## src/design/ilp_pkg.sv

```systemverilog
// ----------------------------------------------------------------------------
// Integer literal parser package
// Shared types and character constants for the integer literal parser.
// ----------------------------------------------------------------------------
`default_nettype none

package ilp_pkg;

   localparam int unsigned VAL_W = 63;
   localparam int unsigned CH_W  = 8;

   localparam logic [CH_W-1:0] CH_ZERO   = 8'h30;
   localparam logic [CH_W-1:0] CH_NINE   = 8'h39;
   localparam logic [CH_W-1:0] CH_LOW_A  = 8'h61;
   localparam logic [CH_W-1:0] CH_LOW_F  = 8'h66;
   localparam logic [CH_W-1:0] CH_UP_A   = 8'h41;
   localparam logic [CH_W-1:0] CH_UP_F   = 8'h46;
   localparam logic [CH_W-1:0] CH_LOW_X  = 8'h78;
   localparam logic [CH_W-1:0] CH_UP_X   = 8'h58;
   localparam logic [CH_W-1:0] CH_LOW_B  = 8'h62;
   localparam logic [CH_W-1:0] CH_UP_B   = 8'h42;
   localparam logic [CH_W-1:0] CH_USCORE = 8'h5f;

   typedef enum logic [2:0] {
      MODE_START,
      MODE_ZERO,
      MODE_DEC,
      MODE_HEX,
      MODE_BIN,
      MODE_OCT
   } mode_type;

   typedef enum logic [1:0] {
      RADIX_DEC,
      RADIX_HEX,
      RADIX_BIN,
      RADIX_OCT
   } radix_type;

   typedef enum logic [1:0] {
      ACT_SKIP,
      ACT_DIGIT,
      ACT_BAD
   } act_type;

   typedef enum logic [1:0] {
      STATUS_OK,
      STATUS_INVALID,
      STATUS_EMPTY,
      STATUS_TOO_BIG
   } status_type;

   typedef struct packed {
      logic [CH_W-1:0] ch;
      logic            last;
   } req_type;

   typedef struct packed {
      logic [VAL_W-1:0] value;
      status_type       status;
      logic [CH_W-1:0]  bad_char;
   } rsp_type;

   typedef struct packed {
      logic [CH_W-1:0] ch;
      logic            last;
      act_type         act;
      logic [3:0]      digit;
      radix_type       radix;
      logic            lone_zero;
   } tok_type;

endpackage

`default_nettype wire

```

## src/design/ilp_front.sv

```systemverilog
// ----------------------------------------------------------------------------
// Integer literal parser front end
// Tracks the radix prefix and classifies each character as a digit, a
// skipped character or an invalid digit for the chosen base.
// ----------------------------------------------------------------------------
`default_nettype none

module ilp_front (
   input  wire logic            clock,
   input  wire logic            reset,
   input  wire logic            req_valid,
   output logic                 req_ready,
   input  wire ilp_pkg::req_type req_data,
   output logic                 tok_valid,
   input  wire logic            tok_ready,
   output ilp_pkg::tok_type     tok_data
);

   function automatic logic [4:0] digit_value(input logic [ilp_pkg::CH_W-1:0] c);
      logic [4:0] d;
      d = 5'd31;
      if (c inside {[ilp_pkg::CH_ZERO:ilp_pkg::CH_NINE]}) begin
         d = 5'(c - ilp_pkg::CH_ZERO);
      end else if (c inside {[ilp_pkg::CH_LOW_A:ilp_pkg::CH_LOW_F]}) begin
         d = 5'(c - ilp_pkg::CH_LOW_A) + 5'd10;
      end else if (c inside {[ilp_pkg::CH_UP_A:ilp_pkg::CH_UP_F]}) begin
         d = 5'(c - ilp_pkg::CH_UP_A) + 5'd10;
      end
      return d;
   endfunction

   function automatic logic [4:0] radix_base(input ilp_pkg::radix_type r);
      logic [4:0] b;
      case (r)
         ilp_pkg::RADIX_HEX: b = 5'd16;
         ilp_pkg::RADIX_BIN: b = 5'd2;
         ilp_pkg::RADIX_OCT: b = 5'd8;
         default:            b = 5'd10;
      endcase
      return b;
   endfunction

   ilp_pkg::mode_type  mode_ff;
   ilp_pkg::mode_type  mode_in;
   ilp_pkg::mode_type  next_mode;
   ilp_pkg::radix_type radix;
   ilp_pkg::act_type   act;
   logic               take;
   logic [4:0]         dval;
   logic               accept;

   assign req_ready = tok_ready;
   assign tok_valid = req_valid;
   assign accept    = req_valid && tok_ready;
   assign dval      = digit_value(req_data.ch);

   always_comb begin
      next_mode = mode_ff;
      take      = 1'b0;
      radix     = ilp_pkg::RADIX_DEC;
      case (mode_ff)
         ilp_pkg::MODE_START: begin
            if (req_data.ch == ilp_pkg::CH_ZERO) begin
               next_mode = ilp_pkg::MODE_ZERO;
            end else begin
               next_mode = ilp_pkg::MODE_DEC;
               take      = 1'b1;
            end
         end
         ilp_pkg::MODE_ZERO: begin
            if (req_data.ch == ilp_pkg::CH_LOW_X || req_data.ch == ilp_pkg::CH_UP_X) begin
               next_mode = ilp_pkg::MODE_HEX;
            end else if (req_data.ch == ilp_pkg::CH_LOW_B ||
                         req_data.ch == ilp_pkg::CH_UP_B) begin
               next_mode = ilp_pkg::MODE_BIN;
            end else begin
               next_mode = ilp_pkg::MODE_OCT;
               take      = 1'b1;
               radix     = ilp_pkg::RADIX_OCT;
            end
         end
         ilp_pkg::MODE_DEC: begin
            take = 1'b1;
         end
         ilp_pkg::MODE_HEX: begin
            take  = 1'b1;
            radix = ilp_pkg::RADIX_HEX;
         end
         ilp_pkg::MODE_BIN: begin
            take  = 1'b1;
            radix = ilp_pkg::RADIX_BIN;
         end
         ilp_pkg::MODE_OCT: begin
            take  = 1'b1;
            radix = ilp_pkg::RADIX_OCT;
         end
         default: begin
            next_mode = ilp_pkg::MODE_START;
         end
      endcase

      act = ilp_pkg::ACT_SKIP;
      if (take && req_data.ch != ilp_pkg::CH_USCORE) begin
         if (dval < radix_base(radix)) begin
            act = ilp_pkg::ACT_DIGIT;
         end else begin
            act = ilp_pkg::ACT_BAD;
         end
      end

      mode_in = mode_ff;
      if (accept) begin
         mode_in = req_data.last ? ilp_pkg::MODE_START : next_mode;
      end
   end

   always_comb begin
      tok_data.ch        = req_data.ch;
      tok_data.last      = req_data.last;
      tok_data.act       = act;
      tok_data.digit     = dval[3:0];
      tok_data.radix     = radix;
      tok_data.lone_zero = (next_mode == ilp_pkg::MODE_ZERO);
   end

   always_ff @(posedge clock) begin
      if (reset) begin
         mode_ff <= ilp_pkg::MODE_START;
      end else begin
         mode_ff <= mode_in;
      end
   end

endmodule

`default_nettype wire

```

## src/design/ilp_queue.sv

```systemverilog
// ----------------------------------------------------------------------------
// Integer literal parser token queue
// Two-entry register queue between the front end and the back end.
// ----------------------------------------------------------------------------
`default_nettype none

module ilp_queue (
   input  wire logic             clock,
   input  wire logic             reset,
   input  wire logic             in_valid,
   output logic                  in_ready,
   input  wire ilp_pkg::tok_type in_data,
   output logic                  out_valid,
   input  wire logic             out_ready,
   output ilp_pkg::tok_type      out_data
);

   ilp_pkg::tok_type entry_ff [2];
   logic             wr_ptr_ff;
   logic             wr_ptr_in;
   logic             rd_ptr_ff;
   logic             rd_ptr_in;
   logic [1:0]       count_ff;
   logic [1:0]       count_in;
   logic             push;
   logic             pop;

   assign in_ready  = (count_ff != 2'd2);
   assign out_valid = (count_ff != 2'd0);
   assign out_data  = entry_ff[rd_ptr_ff];
   assign push      = in_valid && in_ready;
   assign pop       = out_valid && out_ready;

   always_comb begin
      wr_ptr_in = push ? ~wr_ptr_ff : wr_ptr_ff;
      rd_ptr_in = pop ? ~rd_ptr_ff : rd_ptr_ff;
      count_in  = count_ff;
      if (push && !pop) begin
         count_in = count_ff + 2'd1;
      end else if (pop && !push) begin
         count_in = count_ff - 2'd1;
      end
   end

   always_ff @(posedge clock) begin
      if (push) begin
         entry_ff[wr_ptr_ff] <= in_data;
      end
   end

   always_ff @(posedge clock) begin
      if (reset) begin
         wr_ptr_ff <= 1'b0;
         rd_ptr_ff <= 1'b0;
         count_ff  <= 2'd0;
      end else begin
         wr_ptr_ff <= wr_ptr_in;
         rd_ptr_ff <= rd_ptr_in;
         count_ff  <= count_in;
      end
   end

endmodule

`default_nettype wire

```

## src/design/ilp_back.sv

```systemverilog
// ----------------------------------------------------------------------------
// Integer literal parser back end
// Accumulates digits with a shift-and-add, tracks the error flags and
// registers one result at the last character of each literal.
// ----------------------------------------------------------------------------
`default_nettype none

module ilp_back #(
   parameter int unsigned VALUE_WIDTH = 64
) (
   input  wire logic             clock,
   input  wire logic             reset,
   input  wire logic             tok_valid,
   output logic                  tok_ready,
   input  wire ilp_pkg::tok_type tok_data,
   output logic                  rsp_valid,
   input  wire logic             rsp_ready,
   output ilp_pkg::rsp_type      rsp_data
);

   localparam int unsigned AW = VALUE_WIDTH - 1;
   localparam int unsigned PW = AW + 5;
   localparam logic [PW-1:0] LIMIT = {{5{1'b0}}, {AW{1'b1}}};

   logic [AW-1:0]          acc_ff;
   logic [AW-1:0]          acc_in;
   logic                   ovf_ff;
   logic                   ovf_in;
   logic                   inv_ff;
   logic                   inv_in;
   logic [ilp_pkg::CH_W-1:0] bad_ff;
   logic [ilp_pkg::CH_W-1:0] bad_in;
   logic                   seen_ff;
   logic                   seen_in;
   logic                   rsp_valid_ff;
   logic                   rsp_valid_in;
   ilp_pkg::rsp_type       rsp_ff;
   ilp_pkg::rsp_type       rsp_in;
   logic                   pop;
   logic [PW-1:0]          acc_x;
   logic [PW-1:0]          scaled;
   logic [PW-1:0]          sum;
   logic [AW-1:0]          acc_n;
   logic                   ovf_n;
   logic                   inv_n;
   logic [ilp_pkg::CH_W-1:0] bad_n;
   logic                   seen_n;

   assign tok_ready = !tok_data.last || !rsp_valid_ff || rsp_ready;
   assign pop       = tok_valid && tok_ready;
   assign rsp_valid = rsp_valid_ff;
   assign rsp_data  = rsp_ff;
   assign acc_x     = {{5{1'b0}}, acc_ff};

   always_comb begin
      case (tok_data.radix)
         ilp_pkg::RADIX_HEX: scaled = acc_x << 4;
         ilp_pkg::RADIX_BIN: scaled = acc_x << 1;
         ilp_pkg::RADIX_OCT: scaled = acc_x << 3;
         default:            scaled = (acc_x << 3) + (acc_x << 1);
      endcase
      sum = scaled + {{(PW-4){1'b0}}, tok_data.digit};
   end

   always_comb begin
      acc_n  = acc_ff;
      ovf_n  = ovf_ff;
      inv_n  = inv_ff;
      bad_n  = bad_ff;
      seen_n = seen_ff;
      case (tok_data.act)
         ilp_pkg::ACT_DIGIT: begin
            seen_n = 1'b1;
            if (!ovf_ff) begin
               if (sum > LIMIT) begin
                  ovf_n = 1'b1;
               end else begin
                  acc_n = sum[AW-1:0];
               end
            end
         end
         ilp_pkg::ACT_BAD: begin
            if (!inv_ff) begin
               inv_n = 1'b1;
               bad_n = tok_data.ch;
            end
         end
         default: begin
         end
      endcase

      rsp_in.value    = '0;
      rsp_in.status   = ilp_pkg::STATUS_OK;
      rsp_in.bad_char = '0;
      if (tok_data.lone_zero) begin
         rsp_in.status = ilp_pkg::STATUS_OK;
      end else if (inv_n) begin
         rsp_in.status   = ilp_pkg::STATUS_INVALID;
         rsp_in.bad_char = bad_n;
      end else if (!seen_n) begin
         rsp_in.status = ilp_pkg::STATUS_EMPTY;
      end else if (ovf_n) begin
         rsp_in.status = ilp_pkg::STATUS_TOO_BIG;
      end else begin
         rsp_in.value = ilp_pkg::VAL_W'(acc_n);
      end

      acc_in  = acc_ff;
      ovf_in  = ovf_ff;
      inv_in  = inv_ff;
      bad_in  = bad_ff;
      seen_in = seen_ff;
      if (pop) begin
         if (tok_data.last) begin
            acc_in  = '0;
            ovf_in  = 1'b0;
            inv_in  = 1'b0;
            bad_in  = '0;
            seen_in = 1'b0;
         end else begin
            acc_in  = acc_n;
            ovf_in  = ovf_n;
            inv_in  = inv_n;
            bad_in  = bad_n;
            seen_in = seen_n;
         end
      end

      rsp_valid_in = rsp_valid_ff;
      if (pop && tok_data.last) begin
         rsp_valid_in = 1'b1;
      end else if (rsp_ready) begin
         rsp_valid_in = 1'b0;
      end
   end

   always_ff @(posedge clock) begin
      if (pop && tok_data.last) begin
         rsp_ff <= rsp_in;
      end
   end

   always_ff @(posedge clock) begin
      if (reset) begin
         acc_ff       <= '0;
         ovf_ff       <= 1'b0;
         inv_ff       <= 1'b0;
         bad_ff       <= '0;
         seen_ff      <= 1'b0;
         rsp_valid_ff <= 1'b0;
      end else begin
         acc_ff       <= acc_in;
         ovf_ff       <= ovf_in;
         inv_ff       <= inv_in;
         bad_ff       <= bad_in;
         seen_ff      <= seen_in;
         rsp_valid_ff <= rsp_valid_in;
      end
   end

endmodule

`default_nettype wire

```

## src/design/integer_literal_parser_core.sv

```systemverilog
// ----------------------------------------------------------------------------
// Integer literal parser core
// Parses an integer literal given one character per word on the req_
// channel, with last set on the final character. The base follows the
// prefix: 0x or 0X for hex, 0b or 0B for binary, any other text after a
// leading zero for octal, decimal otherwise. Underscores are skipped.
// One word leaves on the rsp_ channel per literal, with the value, a status
// (ok, invalid digit, no digits, too big) and the first rejected character.
// Throughput is one character per cycle unless the receiver stalls, set
// by the combinational shift-and-add of the accumulator in the back end.
// A result is registered onto rsp_ as the back end takes a last character.
// When the receiver stalls, the back end holds the next last character
// while the two-entry queue keeps taking characters until it is full.
// Reset clears the prefix state, the accumulator, the flags and the queue.
// ----------------------------------------------------------------------------
`default_nettype none

module integer_literal_parser_core #(
   parameter int unsigned VALUE_WIDTH = 64
) (
   input  wire logic             clock,
   input  wire logic             reset,
   input  wire logic             req_valid,
   output logic                  req_ready,
   input  wire ilp_pkg::req_type req_data,
   output logic                  rsp_valid,
   input  wire logic             rsp_ready,
   output ilp_pkg::rsp_type      rsp_data
);

   logic             front_valid;
   logic             front_ready;
   ilp_pkg::tok_type front_tok;
   logic             back_valid;
   logic             back_ready;
   ilp_pkg::tok_type back_tok;

   ilp_front u_front (
      .clock     (clock),
      .reset     (reset),
      .req_valid (req_valid),
      .req_ready (req_ready),
      .req_data  (req_data),
      .tok_valid (front_valid),
      .tok_ready (front_ready),
      .tok_data  (front_tok)
   );

   ilp_queue u_queue (
      .clock     (clock),
      .reset     (reset),
      .in_valid  (front_valid),
      .in_ready  (front_ready),
      .in_data   (front_tok),
      .out_valid (back_valid),
      .out_ready (back_ready),
      .out_data  (back_tok)
   );

   ilp_back #(
      .VALUE_WIDTH (VALUE_WIDTH)
   ) u_back (
      .clock     (clock),
      .reset     (reset),
      .tok_valid (back_valid),
      .tok_ready (back_ready),
      .tok_data  (back_tok),
      .rsp_valid (rsp_valid),
      .rsp_ready (rsp_ready),
      .rsp_data  (rsp_data)
   );

endmodule

`default_nettype wire

```

## config.mk

```make
export PLATFORM = sky130hd
export DESIGN_NAME = integer_literal_parser_core
export DESIGN_NICKNAME = d
export VERILOG_FILES = /design/src/design/ilp_pkg.sv /design/src/design/ilp_front.sv /design/src/design/ilp_queue.sv /design/src/design/ilp_back.sv /design/src/design/integer_literal_parser_core.sv
export SDC_FILE = /design/constraint.sdc
export NUM_CORES = 1
export LEC_CHECK = 0
export BUFFER_PORTS_ARGS = -buffer_cell sky130_fd_sc_hd__buf_2
export CORE_UTILIZATION = 40
export DETAILED_ROUTE_END_ITERATION = 12
export MAX_ROUTING_LAYER = met4
export REMOVE_ABC_BUFFERS = 1
export SYNTH_ARGS = -nofsm -noshare
export SYNTH_HDL_FRONTEND = slang
export SYNTH_SLANG_ARGS = --single-unit
```

## constraint.sdc

```tcl
create_clock -name clock -period 12.8 [get_ports clock]
set_input_delay 3.2 -clock clock [delete_from_list [all_inputs] [get_ports clock]]
set_output_delay 3.2 -clock clock [all_outputs]
set_load 0.1 [all_outputs]
```

==> reports/qor.yml <==
outcome:
  status: "finished clean"
timing:
  setup_viol: 0
  slew-limit-headroom_pct: 17.5
  hold_viol: 0
  max_freq_ghz: 0.132
  period_needed_ps: 7560
  hold_ws_ps: 512
  worstMarginPinSlew_ps: 1240
  rsz0062_at_grt: "false"
  min_period_over_period_pct: 59.1
  fin_skew_ps: 20.7
  slew_viol_final: 0
  worst_slack_ps: 5240
  tns_ps: 0
synth:
  synthArstFlopShare_pct: 0
  ys_warn_count: 0
  ys.flop_type: "edfxtp_1"
  synth_edf_count: 109
  ys_ff_latch: 192
  syn_area_um2: 16300
  synth_seq_area_share_pct: 30.3
  syn_inst: 1955
  synth_cell_types: 111
  synth_area_per_cell_um2: 8.32
setup_path:
  end_kind: "flop"
  max_stage_delay_ps: 710
  crit_required_ps: 13020
  path_buf_inv: 4
  cp_top_family: "simple AND/OR/NAND/NOR gates"
  slowest_stage: "nor4b_4"
  crit_arrival_ps: 7770
  crit_path_cell_trace: "buf_4, mux2i_4, buf_4, nand2_1, buf_4, o211ai_2, o211ai_1, or3b_4, nor4_4, nand3_2, nor4_4, nor4b_4, nand3_1, o21ai_0, a221o_4, buf_4, mux2i_1, nor2_1"
  crit_type: "reg2reg"
  crit_top_cell: "buf_4"
  crit_path_start_kind: "flop"
  critPathMaxFanout: 51
floorplanning:
  initial_core_util_pct: 40.8
  die_h_um: 204
  fp.coreArea_um2: 39900
  ios: 88
  rows: 73
  dieWidth_um: 204
  dieArea_um2: 41500
finish:
  stdcell_count: 2504
  fin_area_um2: 17500
  area_delta_synth_final_pct: 7.71
  diodes: 0
  fin_util_pct: 43.9
  num-fill-cells: 3978
  multi_input_area_um2: 10600
  drive_above_1_share_pct: 10.6
  final_nets: 2054
  seq_area_um2: 4930
  mostFrequentLayoutCell: "nand2_1"
  layout_common_cells: "246 x nand2_1, 234 x nor2_1, 149 x a21oi_1"
power_and_ir_drop:
  power_per_cell_area_nw_per_um2: 154
  vdd_drop_max_uv: 103
  fin_total_pwr_mw: 2.71
  leakagePower_nw: 6.59
grt:
  grt_pass1_vias: 14630
  grt_pass1_wl_mm: 84.8
  antenna_found_initial: 0
  grt_max_degree: 64
  grt.total_usage_pct: 27.1
  overflow: 0
clock_tree:
  cts_inserted_buffers: 17
  clockBufferDepth: 2
  cts_htree_levels: 4
  cts.sinks: 192
  cts_hold_buffers: 0
  cts_setup_buffers: 0
  post_cts_resized: 0
  cts_root_buf: "clkbuf_16"
  clk_pin_slew_ps: 80
  clk_latency_ps: 490
  cts_tree: "yes"
worst_hold_path:
  hp-class: "reg2reg"
place:
  dpl_worst_slack_ps: 5340
  hpwl_mm: 40.1
  port_buffers: 87
  place_area_um2: 16900
  place_congestion: 1.00
  dp_cells: 2472
detailed_routing:
  num_vias: 15463
  viasPerCell: 6.18
  first_pass_iters: 5
  drt_iter0_drc: 1542
  detail-route-antenna-nets: 0
  drc_errors: 0
  wirelength_mm: 54.2
  wire_per_inst_um: 21.6
run:
  drv_cap: 0
## cell usage after synthesis (all sizes together), types with 34 or more instances
cell type	n	share of area, %
nand4	48	1.9
nor3	48	1.6
dfxtp	83	10
edfxtp	109	20
nand3	62	1.9
ha	73	5.6
o21ai	118	3.7
a22o	66	3.6
nor2	238	5.6
a21oi	155	4.9
xnor2	50	2.7
xor2	34	1.8
clkbuf	43	1.0
buf	69	2.8
mux2i	103	6.5
nand2	247	5.7
## logic make-up (layout without fill, tap and decap cells)
logic type      after synthesis  after routing  share of synthesized area (%)
compound gates              586            586                           24.6
xor+xnor                     84             84                           4.52
fa+ha+maj                    75             75                           5.86
buf+inv                     143            167                           4.55
flops                       192            192                           30.3
mux                         123            123                           8.13
simple gates                752            752                           22.0
## worst reg2reg max path, cell delays in order (launching register included)
cell and delay [ps]:
dfxtp_1 390, buf_4 360, mux2i_4 280, buf_4 590, nand2_1 670, buf_4 500
o211ai_2 110, o211ai_1 130, or3b_4 420, nor4_4 400, nand3_2 190, nor4_4 320
nor4b_4 710, nand3_1 200, o21ai_0 320, a221o_4 600, buf_4 730, mux2i_1 300
nor2_1 60
## sequential cells by signal, summed over array words and instances, names as in the netlist, named ones only
signal	flops
u_queue.rd_ptr_ff	1
u_front.mode_ff	3
u_back.rsp_data	73
u_back.bad_ff	8
u_queue.wr_ptr_ff	1
u_back.seen_ff	1
u_back.rsp_valid	1
u_back.acc_ff	63
u_back.ovf_ff	1
u_queue.count_ff	2
u_back.inv_ff	1
u_queue.entry_ff	36
## area by class of cell
cell class,instances,area share (%)
clock buffers,18,2.51
clock inverters,14,1.06
inverters,31,0.664
multi-input cells,1620,60.6
flip-flops and latches,192,28.2
well taps,525,3.75
repair buffers,104,3.21
## routing by layer
layer | track usage, % | vias up | wire, um
met2 | 41.6 | 606 | 24600
met5 | - | - | 0
met3 | 3.82 | 77 | 3440
met1 | 36.3 | 7423 | 24700
li1 | - | 7357 | -
met4 | 9.16 | 0 | 1420
## power breakdown
part	internal [mW]	leakage, nW	switching, mW
Combinational	0.296	4.59	1.05
Sequential	0.767	1.69	0.0352
Clock	0.272	0.303	0.287
Total	1.33	6.59	1.37
## final timing paths
check	from	end	slack, ps	depth (start not counted)
worst max-delay path	flop	u_back.rsp_data[21]	5240	18
worst min-delay path	u_back.seen_ff	u_back.seen_ff	510	1
worst max register to register	flop	u_back.rsp_data[21]	5240	18
worst min register to register	u_back.seen_ff	u_back.seen_ff	510	1
No activity file was read; power rests on OpenSTA's default activity.
